===== src/design/dbq_pkg.sv =====
// package for the bounded deque with search
// types, operation and status codes shared by the dbq modules other than dbq_ram; no dependencies
`timescale 1ns / 1ps

package dbq_pkg;

    // default number of entries
    localparam int DEPTH_DEF = 16;

    // fixed field widths of the request and response
    localparam int MODE_W   = 3;
    localparam int VALUE_W  = 32;
    localparam int STATUS_W = 2;
    localparam int CNT_W    = 5;

    // operation codes
    localparam logic [MODE_W-1:0] MODE_PUSH_BACK  = 3'd0;
    localparam logic [MODE_W-1:0] MODE_PUSH_FRONT = 3'd1;
    localparam logic [MODE_W-1:0] MODE_POP_FRONT  = 3'd2;
    localparam logic [MODE_W-1:0] MODE_POP_BACK   = 3'd3;
    localparam logic [MODE_W-1:0] MODE_CONTAINS   = 3'd4;

    // status codes
    localparam logic [STATUS_W-1:0] ST_OK    = 2'd0;
    localparam logic [STATUS_W-1:0] ST_EMPTY = 2'd1;
    localparam logic [STATUS_W-1:0] ST_FULL  = 2'd2;

    typedef struct packed {
        logic [MODE_W-1:0]         mode;
        logic signed [VALUE_W-1:0] value;
    } t_req;

    typedef struct packed {
        logic                found;
        logic [STATUS_W-1:0] status;
        logic [CNT_W-1:0]    count;
    } t_rsp;

    // status of the search unit towards the control
    typedef struct packed {
        logic busy;
        logic done;
        logic found;
    } t_scan_stat;

    typedef enum logic [1:0] {
        S_IDLE = 2'b01,
        S_SCAN = 2'b10
    } t_state;

endpackage


===== src/design/bounded_deque_with_search_core.sv =====
// top level of the bounded deque with membership search
// depends on dbq_pkg, dbq_ram and dbq_scan
`timescale 1ns / 1ps

// Bounded double-ended queue of signed 32-bit values held in a circular buffer
// in one synchronous ram, with a head pointer and entry count in registers.
// Push back, push front, pop front and pop back each complete on acceptance: the
// request is accepted, the pointer and count update and at most one ram write
// happens, and the response is loaded into the output register at once.
// Contains walks every held entry through the single ram read port, one entry
// per cycle, and holds the block until the walk ends (an empty queue is answered
// at once); no other request is accepted during the walk. A request is
// accepted whenever the block is not searching and the output register is
// empty or being drained in the same cycle. Pops on an empty queue and pushes
// on a full queue leave the state unchanged and report empty and full. The
// count in the response is the entry count after the operation, masked to the
// five bits of the field. There is no clearing pass after reset.
module bounded_deque_with_search_core #(
    parameter int DEPTH = dbq_pkg::DEPTH_DEF
) (
    input  logic          i_clk,
    input  logic          i_rst_n,
    input  logic          i_in_valid,
    output logic          o_in_ready,
    input  dbq_pkg::t_req i_in_data,
    output logic          o_out_valid,
    input  logic          i_out_ready,
    output dbq_pkg::t_rsp o_out_data
);

    localparam int AW = $clog2(DEPTH);
    localparam int CW = $clog2(DEPTH + 1);

    // control state
    dbq_pkg::t_state      r_state, n_state;
    logic [AW-1:0]        r_head, n_head;
    logic [CW-1:0]        r_count, n_count;
    logic                 r_out_vld, n_out_vld;
    dbq_pkg::t_rsp        r_out, n_out;

    // handshake and decode
    logic                 w_accept;
    logic                 w_full;
    logic                 w_empty;
    logic [CW:0]          w_tail_sum;
    logic [AW-1:0]        w_tail;
    logic [AW-1:0]        w_head_dec;
    logic [AW-1:0]        w_head_inc;

    // ram ports
    logic                          w_wr_en;
    logic [AW-1:0]                 w_wr_addr;
    logic                          w_rd_en;
    logic [AW-1:0]                 w_rd_addr;
    logic [dbq_pkg::VALUE_W-1:0]   w_rd_data;

    // search unit
    logic                 w_scan_start;
    dbq_pkg::t_scan_stat  w_scan_stat;

    assign o_in_ready = (r_state == dbq_pkg::S_IDLE) && (!r_out_vld || i_out_ready);
    assign w_accept   = i_in_valid && o_in_ready;
    assign w_full     = (r_count == CW'(DEPTH));
    assign w_empty    = (r_count == '0);

    // slot behind the last entry, wrapped into the buffer
    assign w_tail_sum = (CW + 1)'(r_head) + (CW + 1)'(r_count);
    assign w_tail     = (w_tail_sum >= (CW + 1)'(DEPTH)) ?
                        AW'(w_tail_sum - (CW + 1)'(DEPTH)) : AW'(w_tail_sum);
    assign w_head_dec = (r_head == '0) ? AW'(DEPTH - 1) : r_head - AW'(1);
    assign w_head_inc = (r_head == AW'(DEPTH - 1)) ? '0 : r_head + AW'(1);

    assign w_scan_start = w_accept && (i_in_data.mode == dbq_pkg::MODE_CONTAINS) && !w_empty;

    always_comb begin
        n_state   = r_state;
        n_head    = r_head;
        n_count   = r_count;
        n_out_vld = r_out_vld && !i_out_ready;
        n_out     = r_out;
        w_wr_en   = 1'b0;
        w_wr_addr = w_tail;

        if (w_accept) begin
            n_out.found  = 1'b0;
            n_out.status = dbq_pkg::ST_OK;
            n_out_vld    = 1'b1;
            unique case (i_in_data.mode)
                dbq_pkg::MODE_PUSH_BACK: begin
                    if (w_full) begin
                        n_out.status = dbq_pkg::ST_FULL;
                    end else begin
                        w_wr_en = 1'b1;
                        n_count = r_count + CW'(1);
                    end
                end
                dbq_pkg::MODE_PUSH_FRONT: begin
                    if (w_full) begin
                        n_out.status = dbq_pkg::ST_FULL;
                    end else begin
                        // new front sits one slot below the old head
                        w_wr_en   = 1'b1;
                        w_wr_addr = w_head_dec;
                        n_head    = w_head_dec;
                        n_count   = r_count + CW'(1);
                    end
                end
                dbq_pkg::MODE_POP_FRONT: begin
                    if (w_empty) begin
                        n_out.status = dbq_pkg::ST_EMPTY;
                    end else begin
                        n_head  = w_head_inc;
                        n_count = r_count - CW'(1);
                    end
                end
                dbq_pkg::MODE_POP_BACK: begin
                    if (w_empty) begin
                        n_out.status = dbq_pkg::ST_EMPTY;
                    end else begin
                        n_count = r_count - CW'(1);
                    end
                end
                dbq_pkg::MODE_CONTAINS: begin
                    // a non-empty queue hands over to the search unit
                    if (!w_empty) begin
                        n_out_vld = 1'b0;
                        n_state   = dbq_pkg::S_SCAN;
                    end
                end
                default: begin
                    // unused codes change nothing
                end
            endcase
            n_out.count = dbq_pkg::CNT_W'(n_count);
        end

        if (r_state == dbq_pkg::S_SCAN && w_scan_stat.done) begin
            n_out.found  = w_scan_stat.found;
            n_out.status = dbq_pkg::ST_OK;
            n_out.count  = dbq_pkg::CNT_W'(r_count);
            n_out_vld    = 1'b1;
            n_state      = dbq_pkg::S_IDLE;
        end
    end

    always_ff @(posedge i_clk) begin
        if (!i_rst_n) begin
            r_state   <= dbq_pkg::S_IDLE;
            r_head    <= '0;
            r_count   <= '0;
            r_out_vld <= 1'b0;
        end else begin
            r_state   <= n_state;
            r_head    <= n_head;
            r_count   <= n_count;
            r_out_vld <= n_out_vld;
        end
        r_out <= n_out;
    end

    assign o_out_valid = r_out_vld;
    assign o_out_data  = r_out;

    // entry store
    dbq_ram #(
        .WIDTH (dbq_pkg::VALUE_W),
        .DEPTH (DEPTH),
        .AW    (AW)
    ) u_ram (
        .i_clk     (i_clk),
        .i_wr_en   (w_wr_en),
        .i_wr_addr (w_wr_addr),
        .i_wr_data (i_in_data.value),
        .i_rd_en   (w_rd_en),
        .i_rd_addr (w_rd_addr),
        .o_rd_data (w_rd_data)
    );

    // membership walk from the head over the held entries
    dbq_scan #(
        .DEPTH (DEPTH),
        .AW    (AW),
        .CW    (CW)
    ) u_scan (
        .i_clk     (i_clk),
        .i_rst_n   (i_rst_n),
        .i_start   (w_scan_start),
        .i_base    (r_head),
        .i_len     (r_count),
        .i_key     (i_in_data.value),
        .o_rd_en   (w_rd_en),
        .o_rd_addr (w_rd_addr),
        .i_rd_data (w_rd_data),
        .o_stat    (w_scan_stat)
    );

    // no request taken while a search is running
    a_no_accept_in_scan: assert property (@(posedge i_clk) disable iff (!i_rst_n)
        (r_state == dbq_pkg::S_SCAN) |-> !o_in_ready)
        else $error("request accepted during search");

    // count never goes beyond the buffer depth
    a_count_bound: assert property (@(posedge i_clk) disable iff (!i_rst_n)
        r_count <= CW'(DEPTH))
        else $error("entry count above depth");

    // the search unit only completes while the control waits for it
    a_done_in_scan: assert property (@(posedge i_clk) disable iff (!i_rst_n)
        w_scan_stat.done |-> (r_state == dbq_pkg::S_SCAN))
        else $error("search done outside scan state");

    // a search never alters the queue
    a_scan_stable: assert property (@(posedge i_clk) disable iff (!i_rst_n)
        (r_state == dbq_pkg::S_SCAN) |=> ($stable(r_count) && $stable(r_head)))
        else $error("queue changed during search");

    // a started search leaves the output register empty until it finishes
    a_start_busy: assert property (@(posedge i_clk) disable iff (!i_rst_n)
        w_scan_start |=> (w_scan_stat.busy && !r_out_vld))
        else $error("search did not start cleanly");

endmodule


===== src/design/dbq_ram.sv =====
// generic single-write, single-read synchronous ram with registered read data
// no dependencies
`timescale 1ns / 1ps

module dbq_ram #(
    parameter int WIDTH = 32,
    parameter int DEPTH = 16,
    parameter int AW    = $clog2(DEPTH)
) (
    input  logic             i_clk,
    input  logic             i_wr_en,
    input  logic [AW-1:0]    i_wr_addr,
    input  logic [WIDTH-1:0] i_wr_data,
    input  logic             i_rd_en,
    input  logic [AW-1:0]    i_rd_addr,
    output logic [WIDTH-1:0] o_rd_data
);

    logic [WIDTH-1:0] r_mem [DEPTH];
    logic [WIDTH-1:0] r_rd_data;

    always_ff @(posedge i_clk) begin
        if (i_wr_en) begin
            r_mem[i_wr_addr] <= i_wr_data;
        end
        if (i_rd_en) begin
            r_rd_data <= r_mem[i_rd_addr];
        end
    end

    assign o_rd_data = r_rd_data;

endmodule


===== src/design/dbq_scan.sv =====
// membership search unit: walks the held entries one ram read per cycle
// depends on dbq_pkg
`timescale 1ns / 1ps

module dbq_scan #(
    parameter int DEPTH = dbq_pkg::DEPTH_DEF,
    parameter int AW    = $clog2(DEPTH),
    parameter int CW    = $clog2(DEPTH + 1)
) (
    input  logic                            i_clk,
    input  logic                            i_rst_n,
    input  logic                            i_start,
    input  logic [AW-1:0]                   i_base,
    input  logic [CW-1:0]                   i_len,
    input  logic [dbq_pkg::VALUE_W-1:0]     i_key,
    output logic                            o_rd_en,
    output logic [AW-1:0]                   o_rd_addr,
    input  logic [dbq_pkg::VALUE_W-1:0]     i_rd_data,
    output dbq_pkg::t_scan_stat             o_stat
);

    logic                        r_busy, n_busy;
    logic [AW-1:0]               r_addr, n_addr;
    logic [CW-1:0]               r_left, n_left;
    logic                        r_cmp_vld, n_cmp_vld;
    logic                        r_last, n_last;
    logic                        r_hit, n_hit;
    logic [dbq_pkg::VALUE_W-1:0] r_key;
    logic                        w_eq;

    assign w_eq      = r_cmp_vld && (i_rd_data == r_key);
    assign o_rd_en   = r_busy;
    assign o_rd_addr = r_addr;

    always_comb begin
        n_busy    = r_busy;
        n_addr    = r_addr;
        n_left    = r_left;
        n_cmp_vld = 1'b0;
        n_last    = 1'b0;
        n_hit     = r_hit | w_eq;
        if (i_start) begin
            n_busy = 1'b1;
            n_addr = i_base;
            n_left = i_len;
            n_hit  = 1'b0;
        end else if (r_busy) begin
            // issue one read, compare it next cycle
            n_addr    = (r_addr == AW'(DEPTH - 1)) ? '0 : r_addr + AW'(1);
            n_left    = r_left - CW'(1);
            n_cmp_vld = 1'b1;
            n_last    = (r_left == CW'(1));
            if (r_left == CW'(1)) begin
                n_busy = 1'b0;
            end
        end
    end

    always_ff @(posedge i_clk) begin
        if (!i_rst_n) begin
            r_busy    <= 1'b0;
            r_cmp_vld <= 1'b0;
            r_last    <= 1'b0;
            r_hit     <= 1'b0;
        end else begin
            r_busy    <= n_busy;
            r_cmp_vld <= n_cmp_vld;
            r_last    <= n_last;
            r_hit     <= n_hit;
        end
        r_addr <= n_addr;
        r_left <= n_left;
        if (i_start) begin
            r_key <= i_key;
        end
    end

    assign o_stat.busy  = r_busy | r_cmp_vld;
    assign o_stat.done  = r_cmp_vld & r_last;
    assign o_stat.found = r_hit | w_eq;

endmodule


===== config.mk =====
export PLATFORM = sky130hd
export DESIGN_NAME = bounded_deque_with_search_core
export DESIGN_NICKNAME = d
export VERILOG_FILES = /design/src/design/dbq_pkg.sv /design/src/design/bounded_deque_with_search_core.sv /design/src/design/dbq_ram.sv /design/src/design/dbq_scan.sv
export SDC_FILE = /design/constraint.sdc
export NUM_CORES = 1
export LEC_CHECK = 0
export ABC_AREA = 1
export BUFFER_PORTS_ARGS = -buffer_cell sky130_fd_sc_hd__buf_2
export CAP_MARGIN = 20
export CORE_UTILIZATION = 60
export CTS_CLUSTER_DIAMETER = 120
export CTS_CLUSTER_SIZE = 20
export DETAILED_ROUTE_END_ITERATION = 8
export PLACE_DENSITY = 0.77
export SLEW_MARGIN = 0
export SYNTH_ARGS = -nofsm -noshare
export SYNTH_HDL_FRONTEND = slang
export SYNTH_HIERARCHICAL = 1
export SYNTH_SLANG_ARGS = --single-unit

===== constraint.sdc =====
create_clock -name i_clk -period 7.68 [get_ports i_clk]
set_input_delay 1.152 -clock i_clk [delete_from_list [all_inputs] [get_ports i_clk]]
set_output_delay 1.152 -clock i_clk [all_outputs]
set_load 0.02 [all_outputs]

==> run metrics, run 1 <==
Startpoint Class=input pin; layout cells sized above 1=6.49%; worst skew pair latency=just under 600 ps; I/O Buffers=between 40 and 50; yosys warns=6; worst-margin pin slew=between 1000 and 1500 ps; upper clock frequency limit=roughly 280 MHz; status=complete, no violations; Initial Utilization=about three fifths; maxcap violations=0; io pins=49; Finished Layout Cells=approximately 3100; Combinational Power Share=about 4.8%; relative slew slack=27.4%; Worst Hold Class=register to register; Cells after DPL=3092; post-synthesis instance area=26700 sq um; Top cell by count, worst path=nor2_4; global-route wire length before repair=96.8 mm; Crit. Startpoint=i_out_ready; H-tree levels=2; Die Y=213 microns; row count=between 70 and 80; part of the power in registers=a little over three fifths; DRT Pass-1 Iters=6; Final Max Slew Viols=0; post_cts resized=0; Tot GR Track Use=28.8%; final WL=around 63 mm; critical path endpoint category=register; largest net degree at the start of global routing=~120; final net count=2600; total internal power=approximately 4.6 mW; hold_buf cts=0; final hold vios=0; syn nets=approximately 2600; slowest CP cell=nor2_4; total CTS buffers=36; vias after detailed routing=17800; TNS Setup=0 ps; CTS tree=done; final setup margin=approximately 4100 ps; RSZ-0062 raised after global routing=false; post-detail-place hpwl=~37 mm; vias in the first global route=about 17000; post-CTS setup buffers=0; total gr overflow=0; Pleak=11.9 nW; Clock power frac=between 30% and 40%; Tmin final=around 3500 ps; initial antenna violation count=0; area grow syn2layout=6.45%; CTS Sinks=between 600 and 700; Final period util=around 46%; crit path cell chain=buf_2 -> inv_1 -> nand2_2 -> nand4_4 -> nor2_1 -> inv_2 -> nor2_4 -> nand2_1 -> o21ai_0 -> nand3b_1 -> nor2_4; area of the die=45300 sq um; Max Root-Sink Buffers=3; Core ar.=between 40000 and 50000 sq um; max incr delay on CP=around 910 ps; post-route DRC violation count=0; Crit Path Class=input pin to register; WL/cell=20.2 microns; switching pwr=about 1.3 mW; Power Dens Cells=208 nW/um^2; hold path start=u_scan/o_rd_en; # fillers=between 3000 and 4000; placer congestion estimate=about 0.87; CP max FO=32; Worst R2R Start=r_count[0]; Fin Hold WS=slightly below 500 ps; Clock Skew=34.8 ps; Syn Inst Count=roughly 2500; Clock transition at path regs=~80 ps; Crit path required time=7860 ps; Arr. time, crit path=3710 ps; chip width=roughly 210 microns; Finish-stage setup viols=0; Net Sw Frac=a little over a fifth; First DRT Iteration DRCs=between 2000 and 2500; Peak VDD IR=around 0.21 mV; DRT antenna net count=0; Syn Area/Cell=around 10 sq um; pre-CTS WS=around 3500 ps; vias per cell=roughly 5.7; Root Buffer=clkbuf_16
==> per-layer routing <==
| layer | global-route usage [%] | part of all wire (%) | routed length, microns | vias up |
|---|---|---|---|---|
| li1 | - | - | - | 8223 |
| met1 | 39.9 | 39 | 24900 | 8538 |
| met2 | 46.7 | 48 | 30300 | 926 |
| met3 | 3.63 | 9.5 | 6050 | 116 |
| met4 | 11.3 | 3.4 | 2180 | 0 |
| met5 | 0 | 0 | 0 | - |
==> cell type report <==
| type | count | area [sq um] | share of cell area, % |
|---|---|---|---|
| Inverter | 460 | 1730 | 6.10 |
| Clock buffer | 45 | 977 | 3.44 |
| Sequential cell | 609 | 18100 | 63.7 |
| Tap cell | 585 | 732 | 2.58 |
| Timing Repair Buffer | 75 | 578 | 2.03 |
| Clock inverter | 2 | 32.5 | 0.115 |
| Multi-Input combinational cell | 1368 | 6250 | 22.0 |
| Antenna cell | 1 | 2.50 | 0.00881 |
==> sequential cells by signal, summed over array words and instances (netlist names), 2 cells and up <==
name and count:
r_state 2, r_head 4, u_ram/o_rd_data 32, u_scan/r_key 32
u_scan/r_left 5, u_scan/o_rd_addr 4, o_out_data 8, r_count 5
u_ram/r_mem 512
==> layout by cell type, fill, tap and decap left out, drive strengths merged <==
master	count
o31ai	1
nand3b	3
xnor2	15
o211ai	2
ha	10
or2	3
a31oi	2
edfxtp	591
nand3	413
buf	75
nand4	10
clkbuf	45
nor2	62
diode	1
nand2	796
a21oi	12
o21a	2
nor3	4
clkinv	2
inv	460
fa	1
xor2	8
o22ai	1
dfxtp	18
o21ai	23
==> critical path, delay by kind of cell <==
| family | cells | cell delay, ps |
|---|---|---|
| AO/OA/AOI/OAI | 1 | 180 |
| buffers and inverters | 3 | 180 |
| AND/OR/NAND/NOR | 7 | 2140 |
==> power by group through the flow <==
stage          combinational, mW  clock (mW)  sequential (mW)
2_1_floorplan              0.150           0             3.76
3_3_place_gp               0.269           0             3.76
3_5_place_dp               0.278           0             3.76
4_1_cts                    0.279        1.96             3.68
5_1_grt                    0.307        2.06             3.69
6_report                   0.282        1.93             3.68
==> path summary, 6_finish.rpt <==
path,cells past startpoint,slack (ps),endpoint
hold / removal,2,480,u_scan/r_cmp_vld
hold reg to reg,2,480,u_scan/r_cmp_vld
setup / recovery,11,4150,u_ram/r_mem[6][29]
setup reg to reg,9,4180,u_ram/r_mem[6][29]
==> through the flow <==
| stage | utilization, % | area (sq um) | power (mW) |
|---|---|---|---|
| 2_1_floorplan | - | 26700 | 3.91 |
| 3_3_place_gp | 62.6 | 27200 | 4.03 |
| 3_5_place_dp | 62.8 | 27300 | 4.04 |
| 4_1_cts | 65.1 | 28300 | 5.92 |
| 5_1_grt | 65.4 | 28400 | 6.05 |
| 6_report | 65.4 | 28400 | 5.90 |
Note: power is estimated with default switching activity, not from simulation.
==> inputs of run 2 (changes only) <==
Settings changed: ABC_AREA 1 to 0, CORE_UTILIZATION 60 to 56, PLACE_DENSITY 0.77 to 0.75.
Clock period 7.68 ns to 3.13 ns, I/O delays scaled along.
==> run 2 against run 1 <==
The flow now finishes with violations (DRC). Die area is 5.7% lower. Via count is 37% lower. First-iteration DRC count is 43% lower. Sequential share of layout area is 6.1 points higher. Final area is 8.8% lower. Largest power group unchanged.
==> run metrics, run 2 <==
status=finished with violations; failing checks=DRC; Syn Area/Cell=roughly 21 sq um; layout cells sized above 1=~25%; DRT Pass-1 Iters=9; FF/Latch Area=roughly 18000 sq um; CTS Sinks=around 600; post-route DRC violation count=6; hold_buf cts=0; vias after detailed routing=11100; most common cell after layout, fill and taps aside=edfxtp_1; CTS tree=done; # fillers=2724; Initial Utilization=a little under three fifths; I/O Buffers=48; Crit path required time=~3400 ps; First DRT Iteration DRCs=~1400; Final period util=a little over nine tenths; Max Root-Sink Buffers=3; max reg flops=512; placer congestion estimate=just under 0.9; WL/cell=~26 microns; vias in the first global route=approximately 11000; most frequent cells in the layout=edfxtp_1, mux4_2, a22oi_1; TNS Setup=0 ps; vias per cell=between 6 and 7; total gr overflow=0; maxcap violations=0; Crit Path Class=register to register; area grow syn2layout=10.4%; Finish-stage setup viols=0; area of the die=~43000 sq um; total CTS buffers=36; Clock transition at path regs=80 ps; final net count=approximately 1300; Arr. time, crit path=3270 ps; relative slew slack=between 40% and 50%; RSZ-0062 raised after global routing=false; DRT antenna net count=0; Pleak=between 8 and 9 nW; upper clock frequency limit=about 330 MHz; critical path endpoint category=register; worst-margin pin slew=just under 900 ps; Final Max Slew Viols=0; Largest Register=u_ram/r_mem; H-tree levels=2; Peak VDD IR=0.436 mV; final WL=46.1 mm; post-detail-place hpwl=~29 mm; largest net degree at the start of global routing=46; chip width=a little over 200 microns; initial antenna violation count=1; Root Buffer=clkbuf_16; final hold vios=0; Core Util, Final=63.1%; row count=between 70 and 80; Die Y=207 microns; Tmin final=~3000 ps; yosys warns=6; Worst Hold Class=input pin to register; post-synthesis instance area=between 20000 and 25000 sq um; Clock Skew=22.5 ps; worst skew pair latency=about 560 ps; global-route wire length before repair=just under 70 mm; Power Dens Cells=approximately 550 nW/um^2; syn nets=approximately 1200; Syn Inst Count=about 1100; area of the multi-input gates=~5300 sq um; Startpoint Class=register; CP max FO=15; Core ar.=between 40000 and 50000 sq um; Tot GR Track Use=between 20 and 25%; io pins=just under 50
-- run 2: routing by layer --
layer  global-route usage (%)  wire (microns)
met1                     35.3           20400
met2                     34.0           21600
met3                     3.22            3460
met4                     5.06             635
met5                        0               0
-- run 2: what timing repair did --
| action | in CTS | in global routing |
|---|---|---|
| gates resized for setup | 0 | 5 |
| setup endpoints to repair | 0 | 301 |
| setup buffers | 0 | 1 |
| endpoints found under the hold margin | 0 | 0 |
-- run 2: critical path, stage by stage (launching register included) --
cell      delay (ps)
dfxtp_2          370
inv_2             80
ha_2             220
or3b_4           430
o21ai_4          200
nor2_4            70
nand2_4          120
mux2_1           420
nand2b_2         350
nor2_4           190
buf_4            260
-- run 2: cell type report --
type | instances | area share [%]
well taps | 532 | 2.57
repair buffers | 92 | 3.17
diodes | 1 | 0.00965
clock inverters | 1 | 0.0628
flip-flops and latches | 609 | 69.9
inverters | 13 | 0.188
multi-input cells | 454 | 20.4
clock buffers | 49 | 3.75
-- run 2: worst paths after layout --
kind                                     from                   to  slack (ps)  cells past startpoint
worst max register to register     r_count[0]  u_ram/r_mem[10][18]         110                     10
worst min-delay path                  i_rst_n           r_state[0]         230                      2
worst min register to register  o_out_data[6]        o_out_data[6]         460                      2
worst max-delay path               r_count[0]  u_ram/r_mem[10][18]         110                     10
-- run 2: through the flow --
step	instance area (sq um)	hold WS, ps	setup WS (ps)	instances	total power [mW]
6_report	25900	226	109	1751	14.2
5_1_grt	25900	228	5.76	1750	14.6
4_1_cts	25900	196	37.2	1749	14.3
3_5_place_dp	24900	451	56.1	1699	9.77
3_3_place_gp	24900	441	178	1699	9.75
2_1_floorplan	23600	484	-423	1129	9.50
-- run 2: where the power goes --
group | internal (mW) | switching, mW
Combinational | 0.188 | 0.378
Clock | 2.17 | 2.40
Sequential | 9.00 | 0.0336
